## src/rtl/core/trfr_pkg.sv

```systemverilog
// Shared types and constants for the task ready queue with remove.
package trfr_pkg;

  localparam int DEPTH_DEFAULT = 32;
  localparam int ID_W          = 5;

  typedef enum logic [1:0] {
    OP_ENQ    = 2'd0,
    OP_DEQ    = 2'd1,
    OP_REMOVE = 2'd2
  } op_t;

  typedef enum logic [1:0] {
    ST_OK   = 2'd0,
    ST_MISS = 2'd1,
    ST_FULL = 2'd2
  } status_t;

  // Per-cell control from the queue controller.
  typedef struct packed {
    logic occupied;  // slot index below the entry count
    logic at_tail;   // slot index equals the entry count
    logic append;    // enqueue into a non-full queue this cycle
    logic collapse;  // dequeue or remove may close a gap this cycle
  } cell_ctrl_t;

endpackage

```

## src/rtl/core/trfr_cell.sv

```systemverilog
// One queue slot: holds an identifier, matches the key and shifts down on collapse.
module trfr_cell
  import trfr_pkg::*;
(
  input  logic            clk,
  input  cell_ctrl_t      ctrl,
  input  logic [ID_W-1:0] key,
  input  logic [ID_W-1:0] upper_id,
  input  logic            hit_in,
  output logic            hit_out,
  output logic [ID_W-1:0] id
);

  logic match;

  assign match   = ctrl.occupied && (id == key);
  assign hit_out = hit_in || match;

  always_ff @(posedge clk) begin
    if (ctrl.collapse && hit_out) begin
      // take the neighbor above: closes the gap at or below this slot
      id <= upper_id;
    end else if (ctrl.append && ctrl.at_tail) begin
      id <= key;
    end
  end

endmodule

```

## src/rtl/core/task_ready_fifo_with_remove_unit.sv

```systemverilog
// Top level of the task ready queue: cell row, entry count and output register.
//
//   channel | dir | tdata               | tuser
//   s_*     | in  | [4:0] task_id       | [1:0] opcode
//   m_*     | out | [4:0] out_task_id   | [1:0] status
//
// Each result is registered and offered in the cycle after its word is taken;
// one word per cycle is sustained while the output is drained. The match
// in the cell row is combinational, its first-match flag rippling from the head cell to the tail cell.
// Reset clears the entry count and the output valid; slot contents are not
// cleared, since only slots below the count are ever read.
// A result waits in the output register; a new word is taken whenever that
// register is empty or is being drained in the same cycle.
module task_ready_fifo_with_remove_unit
  import trfr_pkg::*;
#(
  parameter int QUEUE_DEPTH = DEPTH_DEFAULT
) (
  input  logic       clk,
  input  logic       rst,
  input  logic       s_tvalid,
  output logic       s_tready,
  input  logic [7:0] s_tdata,   // [4:0] task_id, [7:5] zero
  input  logic [1:0] s_tuser,   // [1:0] opcode
  output logic       m_tvalid,
  input  logic       m_tready,
  output logic [7:0] m_tdata,   // [4:0] out_task_id, [7:5] zero
  output logic [1:0] m_tuser    // [1:0] status
);

  localparam int CNT_W = $clog2(QUEUE_DEPTH + 1);

  logic [CNT_W-1:0] count, count_next;
  logic [ID_W-1:0]  res_id, res_id_next;
  status_t          status, status_next;
  logic             s_fire;
  logic [ID_W-1:0]  key;
  op_t              op;
  logic             is_full, is_empty;
  logic             append, collapse, deq_hit;

  logic [ID_W-1:0]        cell_id [QUEUE_DEPTH];
  logic [QUEUE_DEPTH:0]   hit;
  cell_ctrl_t             cell_ctrl [QUEUE_DEPTH];

  assign s_tready = !m_tvalid || m_tready;
  assign s_fire   = s_tvalid && s_tready;
  assign key      = s_tdata[ID_W-1:0];
  assign op       = op_t'(s_tuser);
  assign is_full  = (count == CNT_W'(QUEUE_DEPTH));
  assign is_empty = (count == '0);

  assign append   = s_fire && (op == OP_ENQ) && !is_full;
  assign collapse = s_fire && (((op == OP_DEQ) && !is_empty) || (op == OP_REMOVE));
  // dequeue acts as a match forced at the head
  assign deq_hit  = (op == OP_DEQ);
  assign hit[0]   = deq_hit;

  for (genvar i = 0; i < QUEUE_DEPTH; i++) begin : g_cell
    logic [ID_W-1:0] upper_id;

    assign cell_ctrl[i].occupied = (CNT_W'(i) < count);
    assign cell_ctrl[i].at_tail  = (CNT_W'(i) == count);
    assign cell_ctrl[i].append   = append;
    assign cell_ctrl[i].collapse = collapse;

    if (i == QUEUE_DEPTH - 1) begin : g_top
      assign upper_id = key;
    end else begin : g_mid
      assign upper_id = cell_id[i+1];
    end

    trfr_cell u_cell (
      .clk      (clk),
      .ctrl     (cell_ctrl[i]),
      .key      (key),
      .upper_id (upper_id),
      .hit_in   (hit[i]),
      .hit_out  (hit[i+1]),
      .id       (cell_id[i])
    );
  end

  always_comb begin
    count_next  = count;
    res_id_next = key;
    status_next = ST_MISS;
    case (op)
      OP_ENQ: begin
        if (is_full) begin
          status_next = ST_FULL;
        end else begin
          count_next  = count + CNT_W'(1);
          status_next = ST_OK;
        end
      end
      OP_DEQ: begin
        if (!is_empty) begin
          res_id_next = cell_id[0];
          count_next  = count - CNT_W'(1);
          status_next = ST_OK;
        end
      end
      OP_REMOVE: begin
        if (hit[QUEUE_DEPTH]) begin
          count_next  = count - CNT_W'(1);
          status_next = ST_OK;
        end
      end
      default: begin
        status_next = ST_MISS;
      end
    endcase
  end

  always_ff @(posedge clk) begin
    if (rst) begin
      count    <= '0;
      m_tvalid <= 1'b0;
    end else begin
      if (s_fire) begin
        count    <= count_next;
        m_tvalid <= 1'b1;
      end else if (m_tready) begin
        m_tvalid <= 1'b0;
      end
    end
  end

  always_ff @(posedge clk) begin
    if (s_fire) begin
      res_id <= res_id_next;
      status <= status_next;
    end
  end

  assign m_tdata = {{(8 - ID_W){1'b0}}, res_id};
  assign m_tuser = status;

  a_count_range: assert property (@(posedge clk) disable iff (rst)
    count <= CNT_W'(QUEUE_DEPTH))
    else $error("entry count above queue depth");

  a_full_status: assert property (@(posedge clk) disable iff (rst)
    (s_fire && op == OP_ENQ && is_full) |=> (m_tuser == ST_FULL && $stable(count)))
    else $error("enqueue on full queue not flagged or count changed");

  a_enq_count: assert property (@(posedge clk) disable iff (rst)
    (s_fire && op == OP_ENQ && !is_full) |=> (count == $past(count) + CNT_W'(1)))
    else $error("enqueue did not advance count");

  a_deq_empty: assert property (@(posedge clk) disable iff (rst)
    (s_fire && op == OP_DEQ && is_empty) |=> (m_tuser == ST_MISS && count == '0))
    else $error("dequeue on empty queue misreported");

  a_ok_count: assert property (@(posedge clk) disable iff (rst)
    (s_fire && op == OP_REMOVE) |=>
      ((m_tuser == ST_OK) == (count == $past(count) - CNT_W'(1))))
    else $error("remove status disagrees with count change");

endmodule

```

## config.mk

```make
export PLATFORM = sky130hd
export DESIGN_NAME = task_ready_fifo_with_remove_unit
export DESIGN_NICKNAME = d
export VERILOG_FILES = /design/src/rtl/core/trfr_pkg.sv /design/src/rtl/core/trfr_cell.sv /design/src/rtl/core/task_ready_fifo_with_remove_unit.sv
export SDC_FILE = /design/constraint.sdc
export NUM_CORES = 1
export LEC_CHECK = 0
export BUFFER_PORTS_ARGS = -buffer_cell sky130_fd_sc_hd__buf_2
export CORE_ASPECT_RATIO = 1.75
export CORE_UTILIZATION = 45
export DETAILED_ROUTE_END_ITERATION = 6
export GPL_TIMING_DRIVEN = 0
export HOLD_SLACK_MARGIN = 0.02
export SYNTH_ARGS = -nofsm -noshare
export SYNTH_HDL_FRONTEND = slang
export SYNTH_SLANG_ARGS = --single-unit
```

## constraint.sdc

```tcl
create_clock -name clk -period 4.6 [get_ports clk]
set_input_delay 0.23 -clock clk [delete_from_list [all_inputs] [get_ports clk]]
set_output_delay 0.23 -clock clk [all_outputs]
set_load 0.02 [all_outputs]
```

==> results.toml <==
[pwr]
total_switching_power_mw = 1.015
power.switching_fraction_pct = 26.70
power_report.internal_total_mw = 2.787
max-vdd-ir-drop_mv = 0.2552
seq_power_share_pct = 48.4
fin_total_pwr_mw = 3.801
power.share.clock_pct = 35.9
combPwrFrac_pct = 15.7
total_leakage_power_nw = 3.774
power_density_nw_per_um2 = 326.5

[route]
met2WireLength_mm = 15.99
drt-vias-per-instance = 5.916
detail-route-antenna-nets = 0
routed-via-count = 7052
wl_met1_mm = 10.61
drt-initial-drc-count = 450
detail_route.wirelength_mm = 29.25
drt_pass1_iterations = 5
detailroute.wirelength.met3_mm = 1.084
highest-signal-layer = "met4"
post-route-drc-count = 0
routed_wire_length_per_instance_um = 24.54

[yosys]
ys_seq_elements = 174
synth_compound_area_share_pct = 7.289
synth_area_per_cell_sq_um = 12.67
synth_simple_gate_area_share_pct = 8.190
synthXorXnorAreaFrac_pct = 13.36
ys.flop_type = "sky130_fd_sc_hd__edfxtp_1"
combinational_family_with_the_most_area_after_synthesis = "multiplexers"
synthCells = 833
synth_async_sr_flop_share_pct = 0
syn_area_sq_um = 10560
synth.distinct_cells = 64
synth_seq_area_share_pct = 48.83
synth_enable_flop_cells = 167
synthesis.yosys.warnings = 0
synth_mux_area_share_pct = 17.84
synth_fa_ha_area_share_pct = 1.067

[clock_tree]
clk_pin_slew_ns = 0.07
clockRootBuffer = "sky130_fd_sc_hd__clkbuf_16"
tritoncts.num_buffers = 17
h-tree-depth = 4
cts.sinks = 174
clk_path_buf_depth = 2
cts_tree = "built"
clock_latency_ns = 0.45

[placement]
routabilityCongestion = 0.8880
place_hpwl_mm = 21.65
port_buffers = 18

[floorplan]
initial_core_util_pct = 46.23
floorplan.rows = 73
floorplan.die.height_um = 204.6
die_w_um = 117.8
boundaryPins = 26
design.core.area_sq_um = 22830
die-area_sq_um = 24100

[cells_and_area]
count_of_antenna_diodes_in_the_layout = 0
post_route_cells_drive_above_1_share_pct = 29.15
top_library_cells_by_usage_in_the_layout_fill_and_taps_aside = "sky130_fd_sc_hd__edfxtp_1 (167), sky130_fd_sc_hd__mux2_2 (153), sky130_fd_sc_hd__xnor2_1 (92)"
layout.cells.most_common = "sky130_fd_sc_hd__edfxtp_1"
final.fill_count = 2034
layout.nets = 903
flow.area_growth_from_synthesis_pct = 10.28

[timing]
fin_setup_tns_ns = 0
finalSetupViolations = 0
finalClockSkew_ns = 0.008638
final.period_utilization_pct = 96.81
fmax_mhz = 224.5
timing.max_slew.rel_slack_pct = 12.79
final_hold_viol_count = 0
max_slew.worst_pin.slew_ns = 1.292
post-route-min-period_ns = 4.453
rsz_0062_raised_after_global_routing = "false"
pins_over_slew_limit = 0

[global_route]
antenna_found_initial = 0
grt_max_degree = 17
global_route_wire_length_before_repair_mm = 44.47
number_of_global_route_vias_before_repair = 7475
overflow = 0
global_route.usage.total_pct = 25.08

[worst_setup_path]
worstPathRequired_ns = 4.93
arrival_ns = 4.79
type_of_element_launching_the_critical_path = "flip-flop"
worstSetupEndpointType = "flip-flop"
critPathKind = "reg2reg"
critical_path.max_fanout = 10

[worst_hold_path]
hold_path_class = "in2reg"

[job]
max_capacitance_violation_count = 0

[outcome]
run_status = "complete, no violations"
[critical path: stages (launching register included)]
cell	delay [ns]
sky130_fd_sc_hd__dfxtp_1	0.37
sky130_fd_sc_hd__clkbuf_1	0.42
sky130_fd_sc_hd__inv_1	0.24
sky130_fd_sc_hd__ha_1	0.24
sky130_fd_sc_hd__clkbuf_1	0.22
sky130_fd_sc_hd__inv_1	0.34
sky130_fd_sc_hd__o21ai_0	0.17
sky130_fd_sc_hd__a2111oi_0	0.54
sky130_fd_sc_hd__a311o_1	0.34
sky130_fd_sc_hd__nand4bb_2	0.37
sky130_fd_sc_hd__nor4_2	0.06
sky130_fd_sc_hd__buf_4	0.23
sky130_fd_sc_hd__nor4b_1	0.40
sky130_fd_sc_hd__mux2_2	0.39
[registers in the layout (all words and copies together) (netlist names)]
signal	flops
count	6
g_cell.u_cell.id	160
m_tuser	2
m_tvalid	1
res_id	5
[final timing paths]
check | start | slack (ns) | to | cells past startpoint
hold / removal | m_tready | 0.1 | m_tvalid$_SDFFE_PP0P_ | 3
setup reg to reg | count[1]$_SDFFE_PP0P_ | 0.15 | count[5]$_SDFFE_PP0P_ | 13
setup / recovery | count[1]$_SDFFE_PP0P_ | 0.15 | count[5]$_SDFFE_PP0P_ | 13
hold reg to reg | m_tvalid$_SDFFE_PP0P_ | 0.52 | m_tvalid$_SDFFE_PP0P_ | 2
[final cells by class]
type	instances	area [sq um]	area share, %
well taps	300	375.4	3.224
repair buffers	26	165.2	1.419
flip-flops and latches	174	5155	44.28
plain buffers	64	321.6	2.762
multi-input cells	587	5055	43.42
clock buffers	19	432.9	3.719
inverters	10	37.54	0.3224
clock inverters	12	98.84	0.8491
[repair_timing]
| action | 4_1_cts | 5_1_grt |
|---|---|---|
| hold buffers | 6 | 0 |
| hold endpoints to repair | 6 | 0 |
| endpoints found under the setup margin | 0 | 84 |
| setup buffers | 0 | 2 |
| resized for setup | 0 | 7 |
[kinds of logic after synthesis]
logic type,count (synthesis)
buffers and inverters,74
multiplexers,164
other,1
adder cells (fa/ha/maj),9
XOR/XNOR,161
AND/OR/NAND/NOR,151
AO/OA/AOI/OAI,99
flip-flops,174
[cells in the mapped netlist, types with 4 or more instances]
cell | instances | share of area, %
sky130_fd_sc_hd__a2111oi_0 | 4 | 0.33
sky130_fd_sc_hd__a21oi_1 | 13 | 0.62
sky130_fd_sc_hd__a31oi_1 | 6 | 0.36
sky130_fd_sc_hd__and2_1 | 6 | 0.36
sky130_fd_sc_hd__buf_1 | 5 | 0.18
sky130_fd_sc_hd__buf_2 | 13 | 0.62
sky130_fd_sc_hd__buf_4 | 11 | 0.78
sky130_fd_sc_hd__clkbuf_1 | 32 | 1.1
sky130_fd_sc_hd__dfxtp_1 | 7 | 1.3
sky130_fd_sc_hd__edfxtp_1 | 167 | 48
sky130_fd_sc_hd__ha_1 | 9 | 1.1
sky130_fd_sc_hd__inv_1 | 10 | 0.36
sky130_fd_sc_hd__mux2_2 | 153 | 16
sky130_fd_sc_hd__mux2_4 | 10 | 1.4
sky130_fd_sc_hd__nand2_1 | 15 | 0.53
sky130_fd_sc_hd__nand2b_1 | 4 | 0.24
sky130_fd_sc_hd__nand3_1 | 23 | 1.1
sky130_fd_sc_hd__nand4_1 | 9 | 0.53
sky130_fd_sc_hd__nor2_1 | 31 | 1.1
sky130_fd_sc_hd__nor2b_1 | 5 | 0.30
sky130_fd_sc_hd__nor3_1 | 11 | 0.52
sky130_fd_sc_hd__nor4_1 | 18 | 1.1
sky130_fd_sc_hd__o211ai_1 | 4 | 0.28
sky130_fd_sc_hd__o21a_1 | 5 | 0.36
sky130_fd_sc_hd__o21ai_0 | 15 | 0.71
sky130_fd_sc_hd__o21ai_1 | 6 | 0.28
sky130_fd_sc_hd__o21bai_1 | 14 | 1.0
sky130_fd_sc_hd__o22ai_1 | 7 | 0.41
sky130_fd_sc_hd__o31ai_4 | 4 | 0.81
sky130_fd_sc_hd__or2_2 | 5 | 0.30
sky130_fd_sc_hd__xnor2_1 | 92 | 7.6
sky130_fd_sc_hd__xor2_1 | 69 | 5.7
[power by group through the flow]
stage               Combinational [mW]  Sequential (mW)  Clock [mW]
floorplan                        0.419             1.87           0
global placement                 0.577             1.87           0
detailed placement               0.586             1.87           0
CTS                              0.593             1.84        1.37
global route                     0.637             1.84        1.42
finish                           0.597             1.84        1.37
[per-layer routing]
| metal | vias to the layer above | GRT usage, % |
|---|---|---|
| li1 | 3185 | - |
| met1 | 3571 | 26.16 |
| met2 | 216 | 47.31 |
| met3 | 80 | 3.703 |
| met4 | 0 | 14.51 |
| met5 | - | 0 |
[through the flow]
step                      util (%)  instance area [sq um]  cells  hold slack, ns  worst slack (ns)
final                        50.98                  11640   1192         0.09765            0.1466
after global routing         50.98                  11640   1192          0.1156          0.008296
after CTS                    50.89                  11620   1190         0.08283          0.006133
after detailed placement     48.30                  11030   1153          0.4372           0.02792
after global placement       48.30                  11030   1153          0.4416           0.05068
after floorplan                  -                  10560    835          0.3289             1.010
Note: power is estimated with default switching activity, not from simulation.
